===== src/scgd_pkg.sv =====
// Shared types and constants of the sparse count-gradient dot product block.
// Used by the front, the job queue, the divider and the top level.
package scgd_pkg;

  localparam int GRAD_DEPTH = 1024;
  localparam int GRAD_AW    = $clog2(GRAD_DEPTH);
  localparam int GRAD_W     = 32;
  localparam int LEN_W      = 11;
  localparam logic [LEN_W-1:0] LEN_RESET = 11'd1024;

  localparam int FIFO_DEPTH = 4;
  localparam int FIFO_PW    = $clog2(FIFO_DEPTH);
  localparam int FIFO_CW    = $clog2(FIFO_DEPTH + 1);

  localparam int SUM_W  = 64;
  localparam int DIV_CW = $clog2(SUM_W);

  typedef enum logic [1:0] {
    ACT_WRITE = 2'd0,
    ACT_ACCUM = 2'd1,
    ACT_CLOSE = 2'd2
  } action_e;

  // one closed circuit waiting for its division
  typedef struct packed {
    logic signed [SUM_W-1:0] sum;
    logic [31:0]             shots;
    logic                    err;
  } job_t;

  typedef enum logic [1:0] {
    ST_IDLE = 2'b01,
    ST_CALC = 2'b10
  } div_state_e;

endpackage


===== src/scgd_if.sv =====


interface scgd_rsp_if;
  logic               valid;
  logic               ready;
  logic signed [31:0] circuit_value;
  logic               status;

  modport source (output valid, circuit_value, status, input ready);
  modport sink   (input valid, circuit_value, status, output ready);
endinterface


===== src/scgd_back.sv =====
// Back: restoring 64/32 divider, one quotient bit per cycle unless stalled, saturation
// and result register. Depends on scgd_pkg and scgd_if; pops jobs from the job queue.
module scgd_back (
  input  logic            clk_i,
  input  logic            rst_ni,
  input  logic            empty_i,
  input  scgd_pkg::job_t  job_i,
  output logic            pop_o,
  scgd_rsp_if.source      rsp
);
  import scgd_pkg::*;

  div_state_e        state_q, state_d;
  logic [DIV_CW-1:0] cnt_q, cnt_d;
  logic [SUM_W-1:0]  quo_q, quo_d, mag;
  logic [32:0]       rem_q, rem_d, trial;
  logic [31:0]       den_q, den_d;
  logic              neg_q, neg_d;
  logic              out_v_q, out_v_d, out_free, out_we, last_step, step;
  logic [31:0]       val_d, val_q;
  logic              st_d, st_q;
  logic [SUM_W-1:0]  q_fin;

  assign out_free  = !out_v_q || rsp.ready;
  assign last_step = (cnt_q == DIV_CW'(SUM_W - 1));

  always_comb begin
    state_d = state_q;
    cnt_d   = cnt_q;
    quo_d   = quo_q;
    rem_d   = rem_q;
    den_d   = den_q;
    neg_d   = neg_q;
    pop_o   = 1'b0;
    out_we  = 1'b0;
    val_d   = val_q;
    st_d    = st_q;
    step    = 1'b0;
    mag     = job_i.sum[SUM_W-1] ? (~job_i.sum + SUM_W'(1)) : job_i.sum;
    trial   = {rem_q[31:0], quo_q[SUM_W-1]};
    q_fin   = '0;
    unique case (state_q)
      ST_IDLE: begin
        if (!empty_i && out_free) begin
          pop_o = 1'b1;
          if (job_i.shots == '0) begin
            out_we = 1'b1;
            val_d  = '0;
            st_d   = 1'b0;
          end else if (job_i.err) begin
            out_we = 1'b1;
            val_d  = '0;
            st_d   = 1'b1;
          end else begin
            neg_d   = job_i.sum[SUM_W-1];
            quo_d   = mag;
            rem_d   = '0;
            den_d   = job_i.shots;
            cnt_d   = '0;
            state_d = ST_CALC;
          end
        end
      end
      ST_CALC: begin
        step = !last_step || out_free;
        if (step) begin
          if (trial >= {1'b0, den_q}) begin
            rem_d = trial - {1'b0, den_q};
            quo_d = {quo_q[SUM_W-2:0], 1'b1};
          end else begin
            rem_d = trial;
            quo_d = {quo_q[SUM_W-2:0], 1'b0};
          end
          cnt_d = cnt_q + DIV_CW'(1);
          if (last_step) begin
            q_fin  = quo_d;
            out_we = 1'b1;
            st_d   = 1'b0;
            if (neg_q) begin
              if ((|q_fin[SUM_W-1:32]) || (q_fin[31] && (|q_fin[30:0]))) begin
                val_d = 32'h8000_0000;
              end else begin
                val_d = ~q_fin[31:0] + 32'd1;
              end
            end else begin
              val_d = (|q_fin[SUM_W-1:31]) ? 32'h7FFF_FFFF : q_fin[31:0];
            end
            state_d = ST_IDLE;
          end
        end
      end
      default: state_d = ST_IDLE;
    endcase
    out_v_d = out_we ? 1'b1 : (rsp.ready ? 1'b0 : out_v_q);
  end

  always_ff @(posedge clk_i or negedge rst_ni) begin
    if (!rst_ni) begin
      state_q <= ST_IDLE;
      cnt_q   <= '0;
      out_v_q <= 1'b0;
    end else begin
      state_q <= state_d;
      cnt_q   <= cnt_d;
      out_v_q <= out_v_d;
    end
  end

  always_ff @(posedge clk_i) begin
    quo_q <= quo_d;
    rem_q <= rem_d;
    den_q <= den_d;
    neg_q <= neg_d;
    val_q <= val_d;
    st_q  <= st_d;
  end

  assign rsp.valid         = out_v_q;
  assign rsp.circuit_value = val_q;
  assign rsp.status        = st_q;

  a_den_nonzero: assert property (@(posedge clk_i) disable iff (!rst_ni)
    state_q == ST_CALC |-> den_q != '0) else $error("divider running on zero shots");

  a_finish_shows: assert property (@(posedge clk_i) disable iff (!rst_ni)
    (state_q == ST_CALC && last_step && step) |=> (out_v_q && state_q == ST_IDLE))
    else $error("finished division did not reach the result register");

endmodule


===== src/flat_wrapper.sv =====
// flat-port wrapper written by rule: the top's interface ports become plain ports
module scgd_back_flat import scgd_pkg::*;
  (clk_i, rst_ni, empty_i, job_i, pop_o, rsp_valid, rsp_circuit_value, rsp_status, rsp_ready);
  scgd_rsp_if rsp_i ();
  input  logic clk_i;
  input  logic rst_ni;
  input  logic empty_i;
  input  scgd_pkg::job_t job_i;
  output logic pop_o;
  output wire logic [$bits(rsp_i.valid)-1:0] rsp_valid;
  output wire logic [$bits(rsp_i.circuit_value)-1:0] rsp_circuit_value;
  output wire logic [$bits(rsp_i.status)-1:0] rsp_status;
  input wire logic [$bits(rsp_i.ready)-1:0] rsp_ready;
  assign rsp_valid = rsp_i.valid;
  assign rsp_circuit_value = rsp_i.circuit_value;
  assign rsp_status = rsp_i.status;
  assign rsp_i.ready = rsp_ready;
  scgd_back u_core (.clk_i(clk_i), .rst_ni(rst_ni), .empty_i(empty_i), .job_i(job_i), .pop_o(pop_o), .rsp(rsp_i));
endmodule

===== config.mk =====
export PLATFORM = sky130hd
export DESIGN_NAME = scgd_back_flat
export DESIGN_NICKNAME = d
export VERILOG_FILES = /design/src/scgd_pkg.sv /design/src/scgd_if.sv /design/src/scgd_back.sv /design/src/flat_wrapper.sv
export SDC_FILE = /design/constraint.sdc
export NUM_CORES = 1
export LEC_CHECK = 0
export BUFFER_PORTS_ARGS = -buffer_cell sky130_fd_sc_hd__buf_2
export CORE_MARGIN = 10
export CORE_UTILIZATION = 30
export DETAILED_ROUTE_END_ITERATION = 8
export MAX_ROUTING_LAYER = met4
export SYNTH_ARGS = -nofsm -noshare
export SYNTH_HDL_FRONTEND = slang
export SYNTH_SLANG_ARGS = --single-unit

===== constraint.sdc =====
create_clock -name clk_i -period 5.6 [get_ports clk_i]
set_clock_uncertainty 0.15 [all_clocks]
set_input_delay 0 -clock clk_i [delete_from_list [all_inputs] [get_ports clk_i]]
set_output_delay 0 -clock clk_i [all_outputs]
set_load 0.005 [all_outputs]

==> results.md <==
* Status: complete, no violations
* Setup TNS at 0 ns
* Crit path kind: register to register
* Async SR Flop Fraction at around 5.3%
* Compound-Gate Fraction of Synth Area at a little under a fifth
* Finished Layout Cells at around 1900
* Largest family of logic cells by synthesized area: compound AO/OA/AOI/OAI gates
* Cells after Synth at around 1200
* Largest net degree at the start of global routing at 75
* Leak Pwr at 5.21 nW
* Remaining DRCs at 0
* Worst hold endpoint: u_core.den_q[31]
* Reg2Reg Setup Slack at roughly 0.62 ns
* Vias in the first global route at around 9200
* CTS Buf Count at 17
* Gr usage total at 14.5%
* CP Capture Type: register
* WP data required at roughly 5.7 ns
* # IOs at between 100 and 150
* Final Power at ~5.7 mW
* PD cells at about 400 nW/um^2
* Synth Cell Area at 10900 sq um
* Synth area leaders: edfxtp_1 (45%), nand2_1 (5.8%), o21ai_0 (5.5%)
* Initial antenna violation count at 11
* FF-to-FF path depth at 18
* Worst flop-to-flop path startpoint: u_core.den_q[1]
* Largest stage delay, worst path at roughly 0.48 ns
* Routed length per instance at 16.9 microns
* Yosys top cell area share at between 40% and 50%
* Synth cell types at 72
* Via density at between 5 and 6
* Unrepaired setup endpoints after global routing: false
* 1st-iter DRT viols at around 660
* Filler cell count at ~3500
* Nets at 1524
* Worst Tran Pin Value at between 1 and 1.5 ns
* HP Start: job_i[32]
* Slew margin rel. at between 20% and 30%
* Die Ht at approximately 210 microns
* Syn_nets at 1290
* Commonest cells in the netlist: nand2_1 (169), edfxtp_1 (162), o21ai_0 (119), nor2_1 (72), xor2_1 (67)
* Final period utilization at between 80% and 90%
* CTS root buffer: clkbuf_16
* Share of cells above drive strength 1 at approximately 14%
* Initial Utilization at 30.5%
* Hold Vio Cnt, Final at 0
* Multiplexer area fraction after synthesis at less than 1%
* DP Cell Count at about 1700
* Multi-input logic area at between 5000 and 6000 sq um
* Clock period minus final worst setup slack at around 5 ns
* Hold Crit Class: primary input to register
* 1st-pass router iterations at 5
* Worst r2r dst: u_core.rsp.circuit_value[28]
* Gr ovfl total at 0
* End-of-flow core utilization at 39.0%
* Die ar. at approximately 44000 sq um
* Row Count at 69
* Antenna viol nets, final at 0
* Worst-case vdd ir drop at between 300 and 400 uV
* Synth area leader: edfxtp_1
* DR vias at about 9500
* Final Routed Wirelength at approximately 32000 microns
* Worst hold stages at 2
* MaxCap Viol Count at 0
* Reg area at slightly above 5000 sq um
* EDFF count, synth at ~160
* Crit path cell chain: inv_1 -> ha_1 -> nor2b_1 -> o21ai_0 -> a2111oi_0 -> nor3_1 -> o211a_1 -> or2_1 -> a21oi_2 -> inv_2 -> ha_1 -> or3b_2 -> or2_2 -> nor4_1 -> nand4b_1 -> nor3_1 -> nand2_1 -> a311oi_1
* Worst setup SP type: register
* Top-count cell post-synth: nand2_1
* Synth Flop Type: edfxtp_1
* Port-buffer cells at around 140
* Worst-Skew Late Latency at about 0.44 ns
* GP Congestion at between 0.9 and 1
* Max Transition Viols Final at 0
* Worst-path clk slew at about 0.070 ns
* Post-synthesis xor/xnor area fraction at roughly 6.9%
* Sequential area share after synthesis at a little under half
* Maximum fanout along the worst path at 4
* Htree depth at 4
* Post-CTS Resized at 0
* YS warnings at 0
* TritonCTS Sinks at between 150 and 200
* Achievable clock frequency at about 200 MHz
* Hold slack at ~0.14 ns
* CTS tree: done
* Clock Path Buffers at 2
* Area Growth Syn to Fin at 27.6%
* Core area at approximately 36000 sq um
* Arrival @ worst endpoint at 5.06 ns
* Post-detail-place hpwl at roughly 23000 microns
* Final setup vio count at 0
* Post-synthesis adder-cell area fraction at roughly 4.6%
* Crit path max-delay cell type: or3b_2
* Synth Register Bits at between 150 and 200
* Synth Area in Simple Gates at a little under a fifth
* Syn_area_per_cell at ~9.5 sq um
* Global-route wire length before repair at 50300 microns
* Chip width at 210 microns
## cell families after synthesis
kind of cell / count (synthesis)
buffers and inverters: 117
adder cells (fa/ha/maj): 39
XOR/XNOR: 86
AND/OR/NAND/NOR: 410
multiplexers: 3
AO/OA/AOI/OAI: 324
flip-flops: 171
## worst max-delay path, delay by kind of cell, from the launching register on
| family | cells | cell delay [ns] |
|---|---|---|
| compound gates | 5 | 1.17 |
| flops | 1 | 0.41 |
| fa+ha+maj | 2 | 0.41 |
| buf+inv | 2 | 0.14 |
| simple gates | 9 | 2.52 |
## area by class of cell
class	instances	share of cell area, %
Sequential cell	171	36.7
Multi-Input combinational cell	862	38.7
Clock buffer	19	3.12
Clock inverter	12	1.07
Inverter	62	1.68
Tap cell	461	4.15
Antenna cell	11	0.198
Timing Repair Buffer	270	14.5
## flip-flops by register name, indices dropped and copies added, names as in the netlist
register / cells
u_core.cnt_q: 6
u_core.den_q: 32
u_core.neg_q: 1
u_core.quo_q: 64
u_core.rem_q: 32
u_core.rsp.circuit_value: 32
u_core.rsp.status: 1
u_core.rsp.valid: 1
u_core.state_q: 2
## repair_timing
item,CTS,global route
hold buffers,122,0
hold endpoints to repair,110,0
buffers inserted,0,0
## worst max path at each step
stage	from	endpoint
floorplan	u_core.state_q[0]	u_core.cnt_q[5]
global placement	u_core.rem_q[25]	u_core.rsp.circuit_value[28]
detailed placement	u_core.den_q[1]	u_core.rsp.circuit_value[28]
CTS	u_core.den_q[1]	u_core.rsp.circuit_value[28]
global route	u_core.den_q[1]	u_core.rsp.circuit_value[28]
finish	u_core.den_q[1]	u_core.rsp.circuit_value[28]
## routing by layer
layer / wire (microns) / vias up / track usage (%)
li1: - / 4759 / -
met1: 15500 / 4405 / 19.3
met2: 14300 / 248 / 22.2
met3: 1370 / 38 / 2.51
met4: 543 / 0 / 4.37
met5: 0 / - / -
## through the flow
step	cell area, sq um	setup slack [ns]
6_report	13900	0.621
5_1_grt	13900	0.101
4_1_cts	13900	0.675
3_5_place_dp	12100	0.699
3_3_place_gp	12100	0.827
2_1_floorplan	10900	0.702
## where the power goes
part	switching (mW)	internal, mW	total (mW)
registers	0.243	2.00	2.25
clock network	0.517	0.698	1.22
logic	1.41	0.821	2.23
## cell usage in the layout (no fill, tap or decap), types with 12 or more instances in the layout
cell type,n
nand2_1,169
edfxtp_1,162
buf_2,135
dlygate4sd3_1,122
o21ai_0,119
nor2_1,72
xor2_1,67
inv_1,59
a21oi_1,58
ha_1,37
nor4_1,27
nor3_1,21
a211oi_1,21
nand3_1,20
xnor2_1,19
o31ai_1,18
a21o_1,17
a31oi_1,17
clkbuf_16,17
nand4_1,15
or3_1,14
o41ai_1,12
or4_1,12
nand2b_1,12
buf_4,12
Note: power is estimated with default switching activity, not from simulation.
