--- src/scgd_pkg.sv ---
// Shared types and constants of the sparse count-gradient dot product block.
// Used by the front, the job queue, the divider and the top level.
package scgd_pkg;

  localparam int GRAD_DEPTH = 1024;
  localparam int GRAD_AW    = $clog2(GRAD_DEPTH);
  localparam int GRAD_W     = 32;
  localparam int LEN_W      = 11;
  localparam logic [LEN_W-1:0] LEN_RESET = 11'd1024;

  localparam int FIFO_DEPTH = 4;
  localparam int FIFO_PW    = $clog2(FIFO_DEPTH);
  localparam int FIFO_CW    = $clog2(FIFO_DEPTH + 1);

  localparam int SUM_W  = 64;
  localparam int DIV_CW = $clog2(SUM_W);

  typedef enum logic [1:0] {
    ACT_WRITE = 2'd0,
    ACT_ACCUM = 2'd1,
    ACT_CLOSE = 2'd2
  } action_e;

  // one closed circuit waiting for its division
  typedef struct packed {
    logic signed [SUM_W-1:0] sum;
    logic [31:0]             shots;
    logic                    err;
  } job_t;

  typedef enum logic [1:0] {
    ST_IDLE = 2'b01,
    ST_CALC = 2'b10
  } div_state_e;

endpackage

--- src/scgd_fifo.sv ---
// Short queue of closed-circuit jobs between the front and the divider.
// Depends on scgd_pkg.
module scgd_fifo (
  input  logic                          clk_i,
  input  logic                          rst_ni,
  input  logic                          push_i,
  input  scgd_pkg::job_t                job_i,
  input  logic                          pop_i,
  output scgd_pkg::job_t                job_o,
  output logic                          empty_o,
  output logic [scgd_pkg::FIFO_CW-1:0]  count_o
);
  import scgd_pkg::*;

  job_t               mem_q [FIFO_DEPTH];
  logic [FIFO_PW-1:0] wr_ptr_q, wr_ptr_d, rd_ptr_q, rd_ptr_d;
  logic [FIFO_CW-1:0] cnt_q, cnt_d;

  function automatic logic [FIFO_PW-1:0] ptr_inc(input logic [FIFO_PW-1:0] p);
    return (p == FIFO_PW'(FIFO_DEPTH - 1)) ? '0 : p + FIFO_PW'(1);
  endfunction

  always_comb begin
    wr_ptr_d = push_i ? ptr_inc(wr_ptr_q) : wr_ptr_q;
    rd_ptr_d = pop_i  ? ptr_inc(rd_ptr_q) : rd_ptr_q;
    cnt_d    = cnt_q;
    if (push_i && !pop_i) begin
      cnt_d = cnt_q + FIFO_CW'(1);
    end else if (pop_i && !push_i) begin
      cnt_d = cnt_q - FIFO_CW'(1);
    end
  end

  always_ff @(posedge clk_i or negedge rst_ni) begin
    if (!rst_ni) begin
      wr_ptr_q <= '0;
      rd_ptr_q <= '0;
      cnt_q    <= '0;
    end else begin
      wr_ptr_q <= wr_ptr_d;
      rd_ptr_q <= rd_ptr_d;
      cnt_q    <= cnt_d;
    end
  end

  always_ff @(posedge clk_i) begin
    if (push_i) begin
      mem_q[wr_ptr_q] <= job_i;
    end
  end

  assign job_o   = mem_q[rd_ptr_q];
  assign empty_o = (cnt_q == '0);
  assign count_o = cnt_q;

  a_no_underflow: assert property (@(posedge clk_i) disable iff (!rst_ni)
    pop_i |-> cnt_q != '0) else $error("job queue popped while empty");

  a_no_overflow: assert property (@(posedge clk_i) disable iff (!rst_ni)
    push_i |-> (cnt_q != FIFO_CW'(FIFO_DEPTH)) || pop_i)
    else $error("job queue pushed while full");

endmodule

--- config.mk ---
export PLATFORM = sky130hd
export DESIGN_NAME = scgd_fifo
export DESIGN_NICKNAME = d
export VERILOG_FILES = /design/src/scgd_pkg.sv /design/src/scgd_fifo.sv
export SDC_FILE = /design/constraint.sdc
export NUM_CORES = 1
export LEC_CHECK = 0
export BUFFER_PORTS_ARGS = -buffer_cell sky130_fd_sc_hd__buf_2
export CORE_UTILIZATION = 55
export CTS_CLUSTER_DIAMETER = 100
export DETAILED_ROUTE_END_ITERATION = 8
export PLACE_DENSITY_LB_ADDON = 0.3
export SYNTH_ARGS = -nofsm -noshare
export SYNTH_HDL_FRONTEND = slang
export SYNTH_SLANG_ARGS = --single-unit
--- constraint.sdc ---
create_clock -name clk_i -period 8.22 [get_ports clk_i]
set_clock_uncertainty 0.05 [all_clocks]
set_input_delay 0.411 -clock clk_i [delete_from_list [all_inputs] [get_ports clk_i]]
set_output_delay 0.411 -clock clk_i [all_outputs]
set_load 0.1 [all_outputs]
==> impl_metrics.ini, run 1 <==
[routing]
drc = 0
drt_iter0_markers = 536
finalWirelength_mm = 25.5
wl_per_cell_um = 22.4
via_per_inst = 5.68
dr_total_vias = 6440
first_pass_iters = 5
postRouteAntennaNets = 0

[placed_design]
place_hpwl_mm = 14.9
portBuffers = 201
gp_congestion = 0.703

[global_route]
grt_overflow = 0
grt_use_met2_pct = 31.2
grtUsageTotal_pct = 19.5
met3_usage_pct = 5.30
antenna_found_initial = 3
grt_max_degree = 68
use_met1_pct = 26.8
grt_pass1_vias = 6768
busiest_layer = met2
grt_pass1_wl_mm = 38.5

[min_path]
min_path_type = in -> reg

[clock_tree]
worstSkewPairLatency_ps = 500
cts.sinks = 395
numCtsBuffers = 39
clk_path_buf_depth = 3
path_clk_slew_ps = 60
post_cts_resized = 0
root_buffer = clkbuf_16
ctsHoldBuffers = 1
post_cts_buffers = 0
htree_levels = 2
cts_tree = yes

[die]
io_pins = 202
fp-row-count = 58
die-area_mm2 = 0.0268
core-area_mm2 = 0.0254
die_w_um = 164
floorplan.initialDensity_pct = 56.7
dieHeight_um = 164

[critical_path]
slowest_delay_ps = 1080
critPathRequiredTime_ps = 7760
path_buf_inv = 2
cp-start-kind = flip-flop
cpMaxStageDelayCell = dfrtp_4
cp.arrival_ps = 3490
path_max_fanout = 51
path_cells = buf_4 > mux4_2 > buf_2
cp_top_family = buffers and inverters
crit_type = reg -> out
cp-end-kind = primary output

[sta]
fin_crit_sh_pct = 48.1
slew_violations = 0
finalSetupViolCount = 0
period_needed_ps = 3950
hold_viol_final = 0
maxSlewHeadroom_pct = 31.8
fmax_ghz = 0.253
hold-worst-slack_ps = 55.1
rsz0062_at_grt = false
worst_pin_slew_ps = 1020
fin_tns_setup_ps = 0

[synth]
syn_avg_cell_area_um2 = 26.5
ys_seq_area_share_pct = 82.2
syn_area_mm2 = 0.0144
synth.net_count = 651
synth.distinct_cells = 20
yosys-top-cells-area = edfxtp_1 81%, mux4_2 15%, dfrtp_1 1.2%
ys_ff_latch = 395
yosys_warnings = 0
yosysTopAreaCellShare_pct = 81.0
synthCells = 543
yosysTopAreaCell = edfxtp_1

[flow_run]
drv_cap = 0

[layout]
nets = 878
drive_gt1_share_pct = 46.7
mostFrequentLayoutCells = 388 x edfxtp_1, 201 x buf_2, 97 x mux4_2
layout_commonest_cell = edfxtp_1
syn_to_final_growth_pct = 18.7

[run_status]
status = finished clean
final cells by class:
type / instances / area, um^2
diodes: 3 / 7.51
clock buffers: 44 / 995
clock inverters: 28 / 353
fillers: 1640 / 8310
inverters: 4 / 15.0
multi-input cells: 122 / 2410
flip-flops and latches: 395 / 11800
well taps: 330 / 413
repair buffers: 208 / 1060
worst register-to-register path: cells and delay by family (launching register included):
kind | cells | cell delay [ps]
adder cells (fa/ha/maj) | 1 | 150
buffers and inverters | 2 | 930
AND/OR/NAND/NOR | 1 | 510
flip-flops | 1 | 400
synthesized netlist by cell type:
library cell,instances
buf_4,7
inv_1,4
fa_1,1
buf_2,6
xor2_1,2
nor2_1,3
o21ai_0,2
dfrtp_1,7
nor3_1,1
buf_6,1
buf_12,1
and2_1,4
nand2_1,2
mux4_2,97
edfxtp_1,388
mux2_2,3
xnor2_1,1
clkbuf_1,6
buf_8,1
ha_1,6
per-stage QoR:
stage          utilization, %  area (um^2)  instances  setup WS, ps
2_1_floorplan               -        14400        543          4760
6_report                 67.3        17100       1134          4270
4_1_cts                  67.2        17100       1131          4100
3_5_place_dp             61.9        15700       1058          4670
3_3_place_gp             61.9        15700       1058          4670
5_1_grt                  67.3        17100       1132          3930
metal layers:
metal	wire length [um]	part of all wire, %
met5	0	0
met4	421	1.7
met2	12700	50
met1	10300	41
met3	1940	7.6
final timing paths:
kind,startpoint,slack (ps),end,depth (start not counted)
worst max-delay path,rd_ptr_q[0],4270,job_o[4],3
worst min-delay path,job_i[68],60,mem_q[0][68],1
worst max register to register,wr_ptr_q[1],5730,mem_q[1][89],4
worst min register to register,count_o[2],460,count_o[2],1
max in group asynchronous,rst_ni,7720,rd_ptr_q[0],2
min in group asynchronous,rst_ni,210,count_o[0],2
kinds of logic after synthesis:
kind of cell	count (synthesis)	share of synthesized area, %
adder cells (fa/ha/maj)	7	0.661
multiplexers	100	15.4
flip-flops	395	82.2
XOR/XNOR	3	0.183
AND/OR/NAND/NOR	10	0.339
buffers and inverters	26	1.16
AO/OA/AOI/OAI	2	0.0696
flip-flops by register name, indices dropped and copies added, names as in the netlist:
name / count
mem_q: 388
rd_ptr_q: 2
count_o: 3
wr_ptr_q: 2
Power of run 1 is left out: the tool's default activity adds up to more than one toggle a clock period on the data nets, which glitch-free logic cannot reach.
==> inputs of run 2 (changes only) <==
==> constraint.sdc (replaced) <==
create_clock -name clk_i -period 3.93 [get_ports clk_i]
set_clock_uncertainty 0.05 [all_clocks]
set_input_delay 0.1965 -clock clk_i [delete_from_list [all_inputs] [get_ports clk_i]]
set_output_delay 0.1965 -clock clk_i [all_outputs]
set_load 0.1 [all_outputs]
==> impl_metrics.ini, run 2 (synthesis results as in run 1) <==
[layout]
final_area_mm2 = 0.0182
largest-register = mem_q
layout_commonest_cell = edfxtp_1
nets = 980
largest_reg_flops = 388
fillers = 1528
syn_to_final_growth_pct = 26.6
mostFrequentLayoutCells = 388 x edfxtp_1, 201 x buf_2, 101 x dlygate4sd3_1
drive_gt1_share_pct = 41.6

[flow_run]
drv_cap = 0

[sta]
rsz0062_at_grt = false
slew_violations = 0
hold_viol_final = 0
finalSetupViolCount = 0
period_needed_ps = 2910
fmax_ghz = 0.344
maxSlewHeadroom_pct = 47.0
worst_pin_slew_ps = 794
fin_crit_sh_pct = 74.0
fin_tns_setup_ps = 0

[clock_tree]
post_cts_resized = 0
htree_levels = 2
worstSkewPairLatency_ps = 520
root_buffer = clkbuf_16
path_clk_slew_ps = 60
post_cts_buffers = 0
clk_path_buf_depth = 3
cts.sinks = 395
cts_tree = yes
numCtsBuffers = 40

[routing]
dr_total_vias = 6848
first_pass_iters = 5
finalWirelength_mm = 27.3
drc = 0
postRouteAntennaNets = 0
wl_per_cell_um = 22.1
drt_iter0_markers = 534
via_per_inst = 5.54

[die]
io_pins = 202
floorplan.initialDensity_pct = 56.7
die-area_mm2 = 0.0268
core-area_mm2 = 0.0254
dieHeight_um = 164
die_w_um = 164
fp-row-count = 58

[global_route]
grt_overflow = 0
grt_pass1_vias = 7396
grt_max_degree = 84
grtUsageTotal_pct = 21.0
grt_pass1_wl_mm = 41.3
antenna_found_initial = 2

[placed_design]
place_area_mm2 = 0.0158
place_hpwl_mm = 15.5
portBuffers = 201
gp_congestion = 0.717

[critical_path]
critPathRequiredTime_ps = 3680
cp.arrival_ps = 2660
cp-end-kind = primary output
crit_type = reg -> out
path_max_fanout = 35
cp-start-kind = flip-flop
r2r_slack_ps = 1770

[min_path]
min_path_type = in -> reg

[run_status]
status = finished clean
run 2: changes by cell type in the layout (fill, tap and decap cells not counted), moves of 2 or more:
cell,previous run,this run
clkinv_1,6,3
clkbuf_16,39,41
dlygate4sd3_1,1,101
clkbuf_1,5,8
buf_12,0,7
buf_4,6,0
run 2: layout make-up:
| class | instances | area [um^2] | share of cell area (%) |
|---|---|---|---|
| sequential | 395 | 11800 | 64.9 |
| multi-input combinational | 122 | 2410 | 13.2 |
| timing repair buffer | 309 | 2160 | 11.8 |
| clock buffer | 49 | 1060 | 5.80 |
| tap | 330 | 413 | 2.27 |
| clock inverter | 24 | 333 | 1.83 |
| inverter | 4 | 15.0 | 0.0824 |
| antenna | 2 | 5.00 | 0.0275 |
run 2: what timing repair did:
action / 4_1_cts / 5_1_grt
hold buffers: 101 / 0
setup endpoints to repair: 0 / 0
endpoints found under the hold margin: 399 / 0
run 2: critical path, cell delays in order, from the launching register on:
cell,delay (ps)
dfrtp_4,840
buf_12,360
mux4_2,600
buf_2,320
run 2: final timing paths:
check / startpoint / end / depth (start not counted)
setup / recovery: rd_ptr_q[0] / job_o[9] / 3
hold / removal: job_i[57] / mem_q[2][57] / 2
setup reg to reg: wr_ptr_q[1] / mem_q[1][94] / 4
hold reg to reg: count_o[2] / count_o[2] / 1
max in group asynchronous: rst_ni / rd_ptr_q[0] / 3
min in group asynchronous: rst_ni / wr_ptr_q[1] / 3
run 2: layer usage:
metal  routed length (um)  GRT usage [%]  part of all wire [%]
met1                10600           26.2                    39
met2                14400           36.7                    53
met3                 1680           4.60                   6.2
met4                  615           6.78                   2.3
met5                    0              0                     0
run 2: per-stage QoR:
stage          setup WS (ps)  util (%)  std cells  hold WS [ps]
2_1_floorplan            546         -        543          -149
3_3_place_gp            1530      62.3       1059         -8.92
3_5_place_dp            1520      62.3       1059          1.37
4_1_cts                  955      71.7       1233           351
5_1_grt                  863      71.7       1234           359
6_report                1020      71.7       1235           367
Power of run 2 is left out for the same reason.
==> inputs of run 3 (changes only) <==
==> constraint.sdc (replaced) <==
create_clock -name clk_i -period 2.7 [get_ports clk_i]
set_clock_uncertainty 0.05 [all_clocks]
set_input_delay 0.135 -clock clk_i [delete_from_list [all_inputs] [get_ports clk_i]]
set_output_delay 0.135 -clock clk_i [all_outputs]
set_load 0.1 [all_outputs]
==> impl_metrics.ini, run 3 (synthesis results as in run 1) <==
[placed_design]
place_area_mm2 = 0.0159
gp_congestion = 0.719
portBuffers = 201
place_hpwl_mm = 16.5

[layout]
syn_to_final_growth_pct = 26.5
mostFrequentLayoutCells = 388 x edfxtp_1, 201 x buf_2, 101 x dlygate4sd3_1
largest-register = mem_q
layout_commonest_cell = edfxtp_1
largest_reg_flops = 388
nets = 994
finalCoreUtilization_pct = 71.7
drive_gt1_share_pct = 41.2
final_area_mm2 = 0.0182

[routing]
wl_per_cell_um = 23.0
via_per_inst = 5.54
dr_total_vias = 6915
first_pass_iters = 4
drc = 0
finalWirelength_mm = 28.7
postRouteAntennaNets = 0
drt_iter0_markers = 633

[clock_tree]
cts_tree = yes
cts.sinks = 395
path_clk_slew_ps = 60
numCtsBuffers = 40
worstSkewPairLatency_ps = 510
htree_levels = 2
clk_path_buf_depth = 3
root_buffer = clkbuf_16

[critical_path]
path_max_fanout = 15
crit_end = job_o[91]
rr_worst_depth = 4
cp-end-kind = primary output
cp.arrival_ps = 2390
crit_type = reg -> out
cp-start-kind = flip-flop
reg2reg_to = mem_q[0][23]
timing.rr.start = wr_ptr_q[0]
critPathRequiredTime_ps = 2520
startpoint = rd_ptr_q[0]
r2r_slack_ps = 740

[global_route]
grt_pass1_wl_mm = 43.0
grt_max_degree = 59
grt_pass1_vias = 7729
grt_overflow = 0
antenna_found_initial = 2
grtUsageTotal_pct = 22.1

[die]
dieHeight_um = 164
die-area_mm2 = 0.0268
io_pins = 202
die_w_um = 164
floorplan.initialDensity_pct = 56.7
fp-row-count = 58
core-area_mm2 = 0.0254

[sta]
maxSlewHeadroom_pct = 59.7
slew_violations = 0
fin_tns_setup_ps = 0
worst_pin_slew_ps = 605
period_needed_ps = 2570
finalSetupViolCount = 0
hold_viol_final = 0
fmax_ghz = 0.389
rsz0062_at_grt = false
fin_crit_sh_pct = 95.3

[flow_run]
drv_cap = 0

[min_path]
min_path_type = in -> reg
whs_path_depth = 2

[run_status]
status = finished clean
## run 3: cell types whose count changed in the layout (fill, tap and decap cells not counted)
cell,delta
buf_12,+3
buf_4,+11
bufinv_16,-6
clkbuf_1,+8
clkbuf_8,+1
clkinv_1,+5
clkinv_2,-6
clkinv_4,-1
clkinvlp_4,-1
nor3_1,-1
nor3_2,+1
## run 3: worst max-delay path: stages (launching register included)
cell	delay (ps)
dfrtp_4	680
buf_4	320
mux4_2	540
buf_2	310
## run 3: worst min-delay path by stage
| stage | slack (ps) | to | start |
|---|---|---|---|
| after detailed placement | -70 | count_o[2] | rst_ni |
| final | 310 | mem_q[2][66] | job_i[66] |
| after floorplan | -210 | count_o[0] | rst_ni |
| after CTS | 290 | mem_q[1][33] | job_i[33] |
| after global placement | -80 | count_o[2] | rst_ni |
| after global routing | 300 | mem_q[2][66] | job_i[66] |
## run 3: repair_timing
action,in CTS,in global routing
gates resized for setup,0,0
hold endpoints to repair,399,0
setup buffers,1,0
endpoints found under the setup margin,57,0
hold buffers,101,0
## run 3: area by class of cell
type                    instances  area, um^2
diodes                          2        5.00
clock buffers                  58        1100
clock inverters                15         125
fillers                      1509        7190
inverters                       4        15.0
multi-input cells             122        2410
flip-flops and latches        395       11800
well taps                     330         413
repair buffers                323        2300
## run 3: layer usage
layer | up-vias | global-route usage, % | routed length, um
met1 | 3613 | 27.2 | 11200
met5 | - | 0 | 0
met2 | 214 | 38.5 | 15300
li1 | 3043 | - | -
met3 | 45 | 4.90 | 1640
met4 | 0 | 7.91 | 607
## run 3: stage by stage
step	std cells	hold WS, ps	setup slack (ps)
after floorplan	543	-211	368
after global placement	1072	-78.5	496
after detailed placement	1072	-72.7	445
after CTS	1247	288	59.1
after global routing	1249	297	16.0
final	1249	315	128
Power of run 3 is left out for the same reason.
